<file path="src/rtl/clu_pkg.sv">
// Shared types, constants and the 9-3-3-1 blend for the chroma line upsampler.
// No dependencies.
package clu_pkg;

    localparam int SAMPLE_BITS        = 8;
    localparam int LINE_W_BITS        = 14;
    localparam int COL_BITS           = 13;
    localparam int MAX_LINE_WIDTH_DEF = 16383;
    localparam int RESULTS            = 3;
    localparam int CNT_BITS           = 2;
    localparam int ADDR_BITS          = 3;
    localparam int DATA_BITS          = 32;
    localparam int SUM_BITS           = 12;
    localparam logic [SUM_BITS-1:0] ROUND = 12'd8;

    // register index, taken from paddr[2]
    localparam logic REG_LINE_WIDTH = 1'b0;

    typedef logic [SAMPLE_BITS-1:0] sample_t;

    typedef struct packed {
        sample_t u;
        sample_t v;
    } chroma_t;

    typedef struct packed {
        chroma_t                c;
        logic [LINE_W_BITS-1:0] col;
        logic                   line_last;
    } pixel_t;

    typedef struct packed {
        pixel_t [RESULTS-1:0] pix;
        logic [CNT_BITS-1:0]  cnt;
    } batch_t;

    // a: above near, b: above far, c: here near, d: here far
    function automatic sample_t blend(input logic odd, input sample_t a, input sample_t b,
                                      input sample_t c, input sample_t d);
        logic [SUM_BITS-1:0] n9;
        logic [SUM_BITS-1:0] n3;
        logic [SUM_BITS-1:0] n1;
        logic [SUM_BITS-1:0] s;
        if (odd)
        begin
            n9 = {4'd0, a};
            n3 = {4'd0, b} + {4'd0, c};
            n1 = {4'd0, d};
        end
        else
        begin
            n9 = {4'd0, c};
            n3 = {4'd0, d} + {4'd0, a};
            n1 = {4'd0, b};
        end
        s = (n9 << 3) + n9 + (n3 << 1) + n3 + n1 + ROUND;
        return s[SUM_BITS-1:4];
    endfunction

endpackage

</file>
<file path="src/rtl/clu_lane.sv">
// One interpolation lane: blends a 2x2 chroma square for U and V.
// Depends on clu_pkg.
module clu_lane
(
    input  logic             odd,
    input  clu_pkg::chroma_t above_near,
    input  clu_pkg::chroma_t above_far,
    input  clu_pkg::chroma_t here_near,
    input  clu_pkg::chroma_t here_far,
    output clu_pkg::chroma_t result
);

    assign result.u = clu_pkg::blend(odd, above_near.u, above_far.u, here_near.u, here_far.u);
    assign result.v = clu_pkg::blend(odd, above_near.v, above_far.v, here_near.v, here_far.v);

endmodule

</file>
<file path="src/rtl/clu_merge.sv">
// Result buffer: takes the lane outputs of one column and sends them one beat at a time.
// Depends on clu_pkg.
module clu_merge
(
    input  logic            clk,
    input  logic            rst_n,
    input  logic            load,
    input  clu_pkg::batch_t batch,
    output logic            take_ok,
    output logic            out_valid,
    input  logic            out_ready,
    output clu_pkg::pixel_t pixel,
    output logic            run_last
);

    clu_pkg::pixel_t [clu_pkg::RESULTS-1:0] buf_reg;
    clu_pkg::pixel_t [clu_pkg::RESULTS-1:0] buf_next;
    logic [clu_pkg::CNT_BITS-1:0]           cnt_reg;
    logic [clu_pkg::CNT_BITS-1:0]           cnt_next;
    logic                                   beat;

    assign out_valid = (cnt_reg != '0);
    assign beat      = out_valid && out_ready;
    assign take_ok   = (cnt_reg == '0) || ((cnt_reg == 2'd1) && out_ready);
    assign pixel     = buf_reg[0];
    assign run_last  = (cnt_reg == 2'd1);

    always_comb
    begin
        buf_next = buf_reg;
        cnt_next = cnt_reg;
        if (load)
        begin
            buf_next = batch.pix;
            cnt_next = batch.cnt;
        end
        else if (beat)
        begin
            buf_next[0] = buf_reg[1];
            buf_next[1] = buf_reg[2];
            cnt_next    = cnt_reg - 2'd1;
        end
    end

    always_ff @(posedge clk or negedge rst_n)
    begin
        if (!rst_n)
            cnt_reg <= '0;
        else
            cnt_reg <= cnt_next;
    end

    always_ff @(posedge clk)
    begin
        buf_reg <= buf_next;
    end

`ifndef SYNTHESIS
    a_load_when_free: assert property (@(posedge clk) disable iff (!rst_n)
        load |-> (cnt_reg == '0) || ((cnt_reg == 2'd1) && out_ready))
        else $error("column loaded over undelivered pixels");
    a_load_nonempty: assert property (@(posedge clk) disable iff (!rst_n)
        load |-> (batch.cnt != '0) && (batch.cnt <= 2'd3))
        else $error("column with no pixels");
    a_load_count: assert property (@(posedge clk) disable iff (!rst_n)
        load |=> cnt_reg == $past(batch.cnt))
        else $error("pixel count not taken on load");
    a_drain: assert property (@(posedge clk) disable iff (!rst_n)
        (beat && !load) |=> cnt_reg == $past(cnt_reg) - 2'd1)
        else $error("pixel count not stepped on beat");
`endif

endmodule

</file>
<file path="src/rtl/chroma_line_upsampler_core.sv">
// Top level of the 4:2:0 chroma line upsampler: column state, APB register, three lanes.
// Depends on clu_pkg, clu_lane, clu_merge.
//
//  channel | handshake         | payload
//  --------+-------------------+---------------------------------------------------
//  in      | in_valid/in_ready | above_u, above_v, here_u, here_v, mode
//  out     | out_valid/out_ready | u_out, v_out, pixel_column, run_last, line_last
//  cfg     | APB psel/penable  | paddr, pwdata, prdata (line_width at 0x0)
//
// A column gives one to three pixels (two in the line body), one beat per cycle while out_ready is high.
// The three lanes blend all pixels of a column in the accept cycle; the buffer sets the rate.
// The next column is taken in the cycle its predecessor's last pixel leaves.
// Reset clears the column counter and previous samples; line_width resets to 1.
// Output stalls hold the buffer and drop in_ready.
module chroma_line_upsampler_core
#(
    parameter int MAX_LINE_WIDTH = clu_pkg::MAX_LINE_WIDTH_DEF
)
(
    input  logic                              clk,
    input  logic                              rst_n,
    input  logic                              in_valid,
    output logic                              in_ready,
    input  logic [clu_pkg::SAMPLE_BITS-1:0]   above_u,
    input  logic [clu_pkg::SAMPLE_BITS-1:0]   above_v,
    input  logic [clu_pkg::SAMPLE_BITS-1:0]   here_u,
    input  logic [clu_pkg::SAMPLE_BITS-1:0]   here_v,
    input  logic                              mode,
    output logic                              out_valid,
    input  logic                              out_ready,
    output logic [clu_pkg::SAMPLE_BITS-1:0]   u_out,
    output logic [clu_pkg::SAMPLE_BITS-1:0]   v_out,
    output logic [clu_pkg::LINE_W_BITS-1:0]   pixel_column,
    output logic                              run_last,
    output logic                              line_last,
    input  logic                              psel,
    input  logic                              penable,
    input  logic                              pwrite,
    input  logic [clu_pkg::ADDR_BITS-1:0]     paddr,
    input  logic [clu_pkg::DATA_BITS-1:0]     pwdata,
    output logic [clu_pkg::DATA_BITS-1:0]     prdata,
    output logic                              pready
);

    localparam logic [clu_pkg::LINE_W_BITS-1:0] MAX_W = clu_pkg::LINE_W_BITS'(MAX_LINE_WIDTH);

    logic [clu_pkg::LINE_W_BITS-1:0] width_reg;
    logic [clu_pkg::LINE_W_BITS-1:0] width_next;
    logic [clu_pkg::COL_BITS-1:0]    col_reg;
    logic [clu_pkg::COL_BITS-1:0]    col_next;
    clu_pkg::chroma_t                prev_above_reg;
    clu_pkg::chroma_t                prev_here_reg;

    logic                            cfg_write;
    logic [clu_pkg::LINE_W_BITS-1:0] wr_w;
    logic                            accept;
    logic [clu_pkg::LINE_W_BITS-1:0] cols;
    logic [clu_pkg::LINE_W_BITS-1:0] col_plus;
    logic                            last_col;
    logic                            trailing;
    logic [clu_pkg::LINE_W_BITS-1:0] col_x2;

    clu_pkg::chroma_t cur_above;
    clu_pkg::chroma_t cur_here;
    clu_pkg::chroma_t edge_c;
    clu_pkg::chroma_t left_c;
    clu_pkg::chroma_t right_c;
    clu_pkg::pixel_t  edge_px;
    clu_pkg::pixel_t  trail_px;
    clu_pkg::batch_t  batch;
    clu_pkg::pixel_t  pixel;

    assign pready    = 1'b1;
    assign cfg_write = psel && penable && pwrite && pready && (paddr[2] == clu_pkg::REG_LINE_WIDTH);
    assign prdata    = (paddr[2] == clu_pkg::REG_LINE_WIDTH)
                     ? {{(clu_pkg::DATA_BITS-clu_pkg::LINE_W_BITS){1'b0}}, width_reg}
                     : '0;

    always_comb
    begin
        wr_w = pwdata[clu_pkg::LINE_W_BITS-1:0];
        priority if (wr_w == '0)
            width_next = clu_pkg::LINE_W_BITS'(1);
        else if (wr_w > MAX_W)
            width_next = MAX_W;
        else
            width_next = wr_w;
    end

    assign cur_above = '{u: above_u, v: above_v};
    assign cur_here  = '{u: here_u,  v: here_v};

    clu_lane u_lane_edge
    (
        .odd        (mode),
        .above_near (cur_above),
        .above_far  (cur_above),
        .here_near  (cur_here),
        .here_far   (cur_here),
        .result     (edge_c)
    );

    clu_lane u_lane_left
    (
        .odd        (mode),
        .above_near (prev_above_reg),
        .above_far  (cur_above),
        .here_near  (prev_here_reg),
        .here_far   (cur_here),
        .result     (left_c)
    );

    clu_lane u_lane_right
    (
        .odd        (mode),
        .above_near (cur_above),
        .above_far  (prev_above_reg),
        .here_near  (cur_here),
        .here_far   (prev_here_reg),
        .result     (right_c)
    );

    assign cols     = clu_pkg::LINE_W_BITS'(({1'b0, width_reg} + 15'd1) >> 1);
    assign col_plus = {1'b0, col_reg} + clu_pkg::LINE_W_BITS'(1);
    assign last_col = (col_plus >= cols);
    assign trailing = last_col && !width_reg[0];
    assign col_x2   = {col_reg, 1'b0};
    assign col_next = last_col ? '0 : col_plus[clu_pkg::COL_BITS-1:0];

    always_comb
    begin
        edge_px  = '{c: edge_c, col: '0, line_last: last_col && !trailing};
        trail_px = '{c: edge_c, col: width_reg - clu_pkg::LINE_W_BITS'(1), line_last: 1'b1};
        if (col_reg == '0)
        begin
            batch.pix[0] = edge_px;
            batch.pix[1] = trail_px;
            batch.pix[2] = trail_px;
            batch.cnt    = trailing ? 2'd2 : 2'd1;
        end
        else
        begin
            batch.pix[0] = '{c: left_c, col: col_x2 - clu_pkg::LINE_W_BITS'(1), line_last: 1'b0};
            batch.pix[1] = '{c: right_c, col: col_x2, line_last: last_col && !trailing};
            batch.pix[2] = trail_px;
            batch.cnt    = trailing ? 2'd3 : 2'd2;
        end
    end

    assign accept = in_valid && in_ready;

    always_ff @(posedge clk or negedge rst_n)
    begin
        if (!rst_n)
        begin
            width_reg      <= clu_pkg::LINE_W_BITS'(1);
            col_reg        <= '0;
            prev_above_reg <= '0;
            prev_here_reg  <= '0;
        end
        else if (cfg_write)
        begin
            width_reg <= width_next;
            col_reg   <= '0;
        end
        else if (accept)
        begin
            col_reg        <= col_next;
            prev_above_reg <= cur_above;
            prev_here_reg  <= cur_here;
        end
    end

    clu_merge u_merge
    (
        .clk       (clk),
        .rst_n     (rst_n),
        .load      (accept),
        .batch     (batch),
        .take_ok   (in_ready),
        .out_valid (out_valid),
        .out_ready (out_ready),
        .pixel     (pixel),
        .run_last  (run_last)
    );

    assign u_out        = pixel.c.u;
    assign v_out        = pixel.c.v;
    assign pixel_column = pixel.col;
    assign line_last    = pixel.line_last;

endmodule
</file>
<file path="config.mk">
export PLATFORM = sky130hd
export DESIGN_NAME = chroma_line_upsampler_core
export DESIGN_NICKNAME = d
export VERILOG_FILES = /design/src/rtl/clu_pkg.sv /design/src/rtl/clu_lane.sv /design/src/rtl/clu_merge.sv /design/src/rtl/chroma_line_upsampler_core.sv
export SDC_FILE = /design/constraint.sdc
export NUM_CORES = 1
export LEC_CHECK = 0
export ABC_AREA = 1
export BUFFER_PORTS_ARGS = -buffer_cell sky130_fd_sc_hd__clkbuf_2
export CORE_ASPECT_RATIO = 2
export CORE_MARGIN = 1
export CORE_UTILIZATION = 50
export CTS_CLUSTER_SIZE = 16
export DETAILED_ROUTE_END_ITERATION = 10
export GPL_ROUTABILITY_DRIVEN = 0
export PLACE_DENSITY_LB_ADDON = 0.08
export REMOVE_ABC_BUFFERS = 1
export SYNTH_ARGS = -nofsm -noshare
export SYNTH_HDL_FRONTEND = slang
export SYNTH_SLANG_ARGS = --single-unit
</file>
<file path="constraint.sdc">
create_clock -name clk -period 7.8 [get_ports clk]
set_clock_uncertainty 0.15 [all_clocks]
set_input_delay 0.78 -clock clk [delete_from_list [all_inputs] [get_ports clk]]
set_output_delay 0.78 -clock clk [all_outputs]
set_load 0.1 [all_outputs]
</file>
==> impl_metrics.json, run 1 <==
{
  "yosysTopAreaCellShare_pct": 15.9,
  "synthTopCellsByArea": "edfxtp_1, ha_1, fa_1, nand2_1, dfrtp_1",
  "tritoncts.num_buffers": 17,
  "fin_ws_ns": 1.98,
  "core_um2": 34200,
  "clk_pin_slew_ns": 0.07,
  "dieArea_um2": 35600,
  "start_util_pct": 50.8,
  "tritoncts": "done",
  "final.min_clock_period_ns": 5.82,
  "rows": 96,
  "dr.pass1.iters": 5,
  "ys_types": 53,
  "finalMaxSlewViolations": 0,
  "syn_area_um2": 17400,
  "hold_viol_final": 0,
  "async_flop_share_pct": 39.9,
  "wl_per_cell_um": 17.2,
  "first_global_vias": 14300,
  "postCtsResizedCells": 0,
  "postSynthCellCount": 2203,
  "cts_root_buf": "clkbuf_16",
  "grt_usage_pct": 27.2,
  "slew_headroom_pct": 34.6,
  "vias": 14200,
  "pre_cts_ws_ns": 1.56,
  "clk_path_buf_depth": 2,
  "crit_fanout": 95,
  "tns_ns": 0,
  "vias_per_cell": 5.25,
  "drive_gt1_share_pct": 8.07,
  "period_share_pct": 74.7,
  "drc_errors": 0,
  "rsz0062_at_grt": "no",
  "h-tree-depth": 4,
  "cts_setup_buffers": 0,
  "n_fill_cell": 3420,
  "syn_area_per_cell_um2": 7.90,
  "cp.arrival_ns": 5.86,
  "clk_latency_ns": 0.45,
  "final_common_cell": "nand2_1",
  "die_h_um": 266,
  "cap_violations": 0,
  "synth_top_flop_cell": "edfxtp_1",
  "dp_hpwl_um": 38500,
  "max_freq_mhz": 172,
  "setup_violations": 0,
  "worstMarginPinSlew_ns": 0.981,
  "cts_hold_buf": 0,
  "yosys.area.top_type": "edfxtp_1",
  "port_buffers": 102,
  "most-common-layout-cells": "nand2_1, inv_1, ha_1, o21ai_0, a21oi_1",
  "ys_ff_latch": 153,
  "utilization_pct": 54.0,
  "wl_um": 46400,
  "synth_edf_count": 92,
  "area_growth_pct": 6.12,
  "antenna_left": 0,
  "largest_reg_flops": 61,
  "end_kind": "register",
  "drt_iter0_markers": 559,
  "ys_warn_count": 0,
  "start_kind": "input pin",
  "final_nets": 2627,
  "grt_pass1_wl_um": 74000,
  "diodes": 0,
  "status": "completed",
  "io_pins": 142,
  "seq_area_frac_synth_pct": 24.6,
  "grt_overflow": 0,
  "cts_num_sinks": 153,
  "chipWidth_um": 134,
  "antenna_found_initial": 0,
  "worst_hold_path_type": "in -> async",
  "grt_max_degree": 96,
  "critPathRequiredTime_ns": 7.83,
  "path_class": "in -> reg"
}
worst max-delay path: stages:
cell	delay (ns)
buf_4	0.38
buf_12	0.34
nand2_1	0.09
o21ai_0	0.20
inv_2	0.17
ha_1	0.39
nand3_1	0.08
nand2_1	0.11
a21oi_1	0.08
o21ai_0	0.25
xor2_1	0.34
fa_1	0.48
inv_1	0.07
ha_1	0.23
ha_1	0.33
ha_1	0.38
a21oi_1	0.35
o211ai_1	0.17
xor2_1	0.18
o21ai_0	0.23
a21oi_1	0.11
per-layer routing:
layer,part of all wire (%),GRT usage [%],vias to the layer above
li1,-,-,7160
met1,38,28.2,6610
met2,55,52.4,282
met5,0,0,-
met3,2.2,2.80,112
met4,5.4,15.0,0
cells in the mapped netlist, types with 56 or more instances:
library cell  count
nor2_1           99
a21oi_1         106
o21ai_0         166
inv_1           356
dfrtp_1          60
edfxtp_1         92
ha_1            209
nand2_1         506
nand3_1          94
xor2_1           87
buf_4            56
fa_1            100
layout make-up:
class / instances / area [um^2] / share of cell area [%]
sequential: 153 / 4290 / 23.2
clock buffer: 17 / 425 / 2.30
timing repair buffer: 109 / 581 / 3.14
inverter: 366 / 1370 / 7.44
clock inverter: 15 / 129 / 0.698
multi-input combinational: 1596 / 11100 / 60.2
tap: 441 / 552 / 2.99
stage by stage:
stage	std cells	hold WS, ns	area [um^2]
4_1_cts	2697	0.353	18500
6_report	2697	0.319	18500
5_1_grt	2697	0.383	18500
2_1_floorplan	2115	0.331	16800
3_3_place_gp	2665	0.357	17900
3_5_place_dp	2665	0.364	17900
path summary, 6_finish.rpt:
kind	from	slack, ns	depth (start not counted)	end
max in group asynchronous	rst_n	6.52	1	width_reg[9]$_DFFE_PN0P_
min in group clk	u_merge.buf_reg[92]$_DFFE_PP_	0.38	2	u_merge.buf_reg[61]$_DFFE_PP_
worst min-delay path	rst_n	0.32	1	prev_above_reg[11]$_DFFE_PN0P_
worst min register to register	u_merge.buf_reg[92]$_DFFE_PP_	0.38	2	u_merge.buf_reg[61]$_DFFE_PP_
worst max-delay path	mode	1.98	21	u_merge.pixel[20]$_DFFE_PP_
worst max register to register	prev_here_reg[0]$_DFFE_PN0P_	2.05	21	u_merge.pixel[20]$_DFFE_PP_
kinds of logic after synthesis:
| kind of cell | synth area share, % |
|---|---|
| fa+ha+maj | 26.5 |
| simple gates | 20.0 |
| mux | 0.288 |
| xor+xnor | 5.43 |
| buf+inv | 11.9 |
| flops | 24.6 |
| other cells | 0.0431 |
| compound gates | 11.2 |
Power of run 1 is left out: the tool's default activity adds up to more than one toggle a clock period on the data nets, which glitch-free logic cannot reach.
==> run 2: changes to the inputs <==
==> constraint.sdc (replaced) <==
create_clock -name clk -period 5.3 [get_ports clk]
set_clock_uncertainty 0.15 [all_clocks]
set_input_delay 0.53 -clock clk [delete_from_list [all_inputs] [get_ports clk]]
set_output_delay 0.53 -clock clk [all_outputs]
set_load 0.1 [all_outputs]
==> impl_metrics.json, run 2 (synthesized netlist as in run 1, its figures left out) <==
{
  "status": "completed",
  "drc_errors": 0,
  "antenna_left": 0,
  "vias_per_cell": 5.18,
  "final_common_cell": "nand2_1",
  "area_growth_pct": 12.7,
  "chipWidth_um": 134,
  "tritoncts": "done",
  "start_util_pct": 50.8,
  "cts_root_buf": "clkbuf_16",
  "worstMarginPinSlew_ns": 1.04,
  "utilization_pct": 57.3,
  "tns_ns": 0,
  "most-common-layout-cells": "nand2_1, inv_1, ha_1, o21ai_0, buf_4",
  "critPathRequiredTime_ns": 5.35,
  "dp.cells": 2803,
  "rows": 96,
  "dr.pass1.iters": 5,
  "first_global_vias": 15000,
  "drt_iter0_markers": 606,
  "hold_viol_final": 0,
  "clk_pin_slew_ns": 0.07,
  "io_pins": 142,
  "drive_gt1_share_pct": 13.9,
  "cts_num_sinks": 153,
  "setup_violations": 0,
  "period_share_pct": 94.0,
  "antenna_found_initial": 0,
  "rsz0062_at_grt": "no",
  "regArea_um2": 4290,
  "cap_violations": 0,
  "clk_latency_ns": 0.45,
  "instances_no_fill": 2836,
  "grt_overflow": 0,
  "n_fill_cell": 3301,
  "h-tree-depth": 4,
  "diodes": 0,
  "grt_usage_pct": 28.1,
  "path_class": "reg -> reg",
  "vias": 14700,
  "grt_pass1_wl_um": 76500,
  "slew_headroom_pct": 30.9,
  "final_nets": 2766,
  "grt_max_degree": 72,
  "core_um2": 34200,
  "worst_hold_path_type": "in -> async",
  "wl_per_cell_um": 16.8,
  "die_h_um": 266,
  "tritoncts.num_buffers": 17,
  "wl_um": 47800,
  "max_freq_mhz": 201,
  "crit_fanout": 4,
  "dp_hpwl_um": 39600,
  "dieArea_um2": 35600,
  "timing.hold.ws_ns": 0.0988,
  "final.min_clock_period_ns": 4.98,
  "cp.arrival_ns": 5.03,
  "port_buffers": 102,
  "multiInputGateArea_um2": 11200,
  "finalMaxSlewViolations": 0,
  "start_kind": "register",
  "end_kind": "register",
  "largest_reg_flops": 61,
  "clk_path_buf_depth": 2
}
==> run 2: changes by cell type in the layout (fill, tap and decap cells not counted), sizes merged <==
cell      change
clkinvlp      -1
buf         +139
clkbuf        +1
bufinv        +1
inv           -1
==> run 2: path summary, 6_finish.rpt <==
check	start	endpoint	slack, ns	cells after the start
worst max-delay path	prev_above_reg[8]$_DFFE_PN0P_	u_merge.pixel[28]$_DFFE_PP_	0.32	22
worst min-delay path	rst_n	prev_above_reg[11]$_DFFE_PN0P_	0.1	1
worst max register to register	prev_above_reg[8]$_DFFE_PN0P_	u_merge.pixel[28]$_DFFE_PP_	0.32	22
worst min register to register	u_merge.buf_reg[84]$_DFFE_PP_	u_merge.buf_reg[53]$_DFFE_PP_	0.37	2
max in group asynchronous	rst_n	col_reg[8]$_DFFE_PN0P_	4.21	1
min in group clk	pwdata[13]	width_reg[13]$_DFFE_PN0P_	0.15	3
==> run 2: worst max-delay path, cell delays in order (launching register included) <==
cell and delay, ns:
dfrtp_1 0.35, ha_2 0.21, inv_1 0.06, fa_1 0.38
nand3b_1 0.16, nand2_1 0.13, a21oi_1 0.08, o21ai_1 0.14
xor2_1 0.27, mux2i_2 0.16, ha_1 0.31, inv_1 0.07
fa_1 0.44, fa_1 0.54, inv_1 0.04, ha_1 0.33
a21oi_1 0.19, o21ai_2 0.10, a21oi_1 0.18, nor2_1 0.05
o21ai_0 0.18, buf_4 0.14, a21oi_1 0.06
==> run 2: what timing repair did <==
item / 4_1_cts / 5_1_grt
gates resized for setup: 0 / 24
endpoints found under the setup margin: 0 / 10
hold buffers: 0 / 0
buffers inserted: 0 / 1
==> run 2: area by class of cell <==
type,count,area share [%]
inverters,366,7.01
repair buffers,248,8.35
well taps,441,2.81
clock buffers,18,2.19
clock inverters,14,0.791
flip-flops and latches,153,21.9
multi-input cells,1596,57.0
==> run 2: routing by layer <==
metal	up-vias	GRT usage (%)	share of wire (%)
met4	0	17.3	6.1
li1	7425	-	-
met2	324	53.5	54
met1	6802	29.0	37
met3	133	2.53	2.3
met5	-	0	0
==> run 2: stage by stage <==
step           instance area (um^2)  setup slack (ns)
3_3_place_gp                  19000            -0.187
3_5_place_dp                  19000            -0.218
6_report                      19600             0.319
2_1_floorplan                 16800            -0.651
4_1_cts                       19600            0.0138
5_1_grt                       19600            0.0168
Power of run 2 is left out for the same reason.
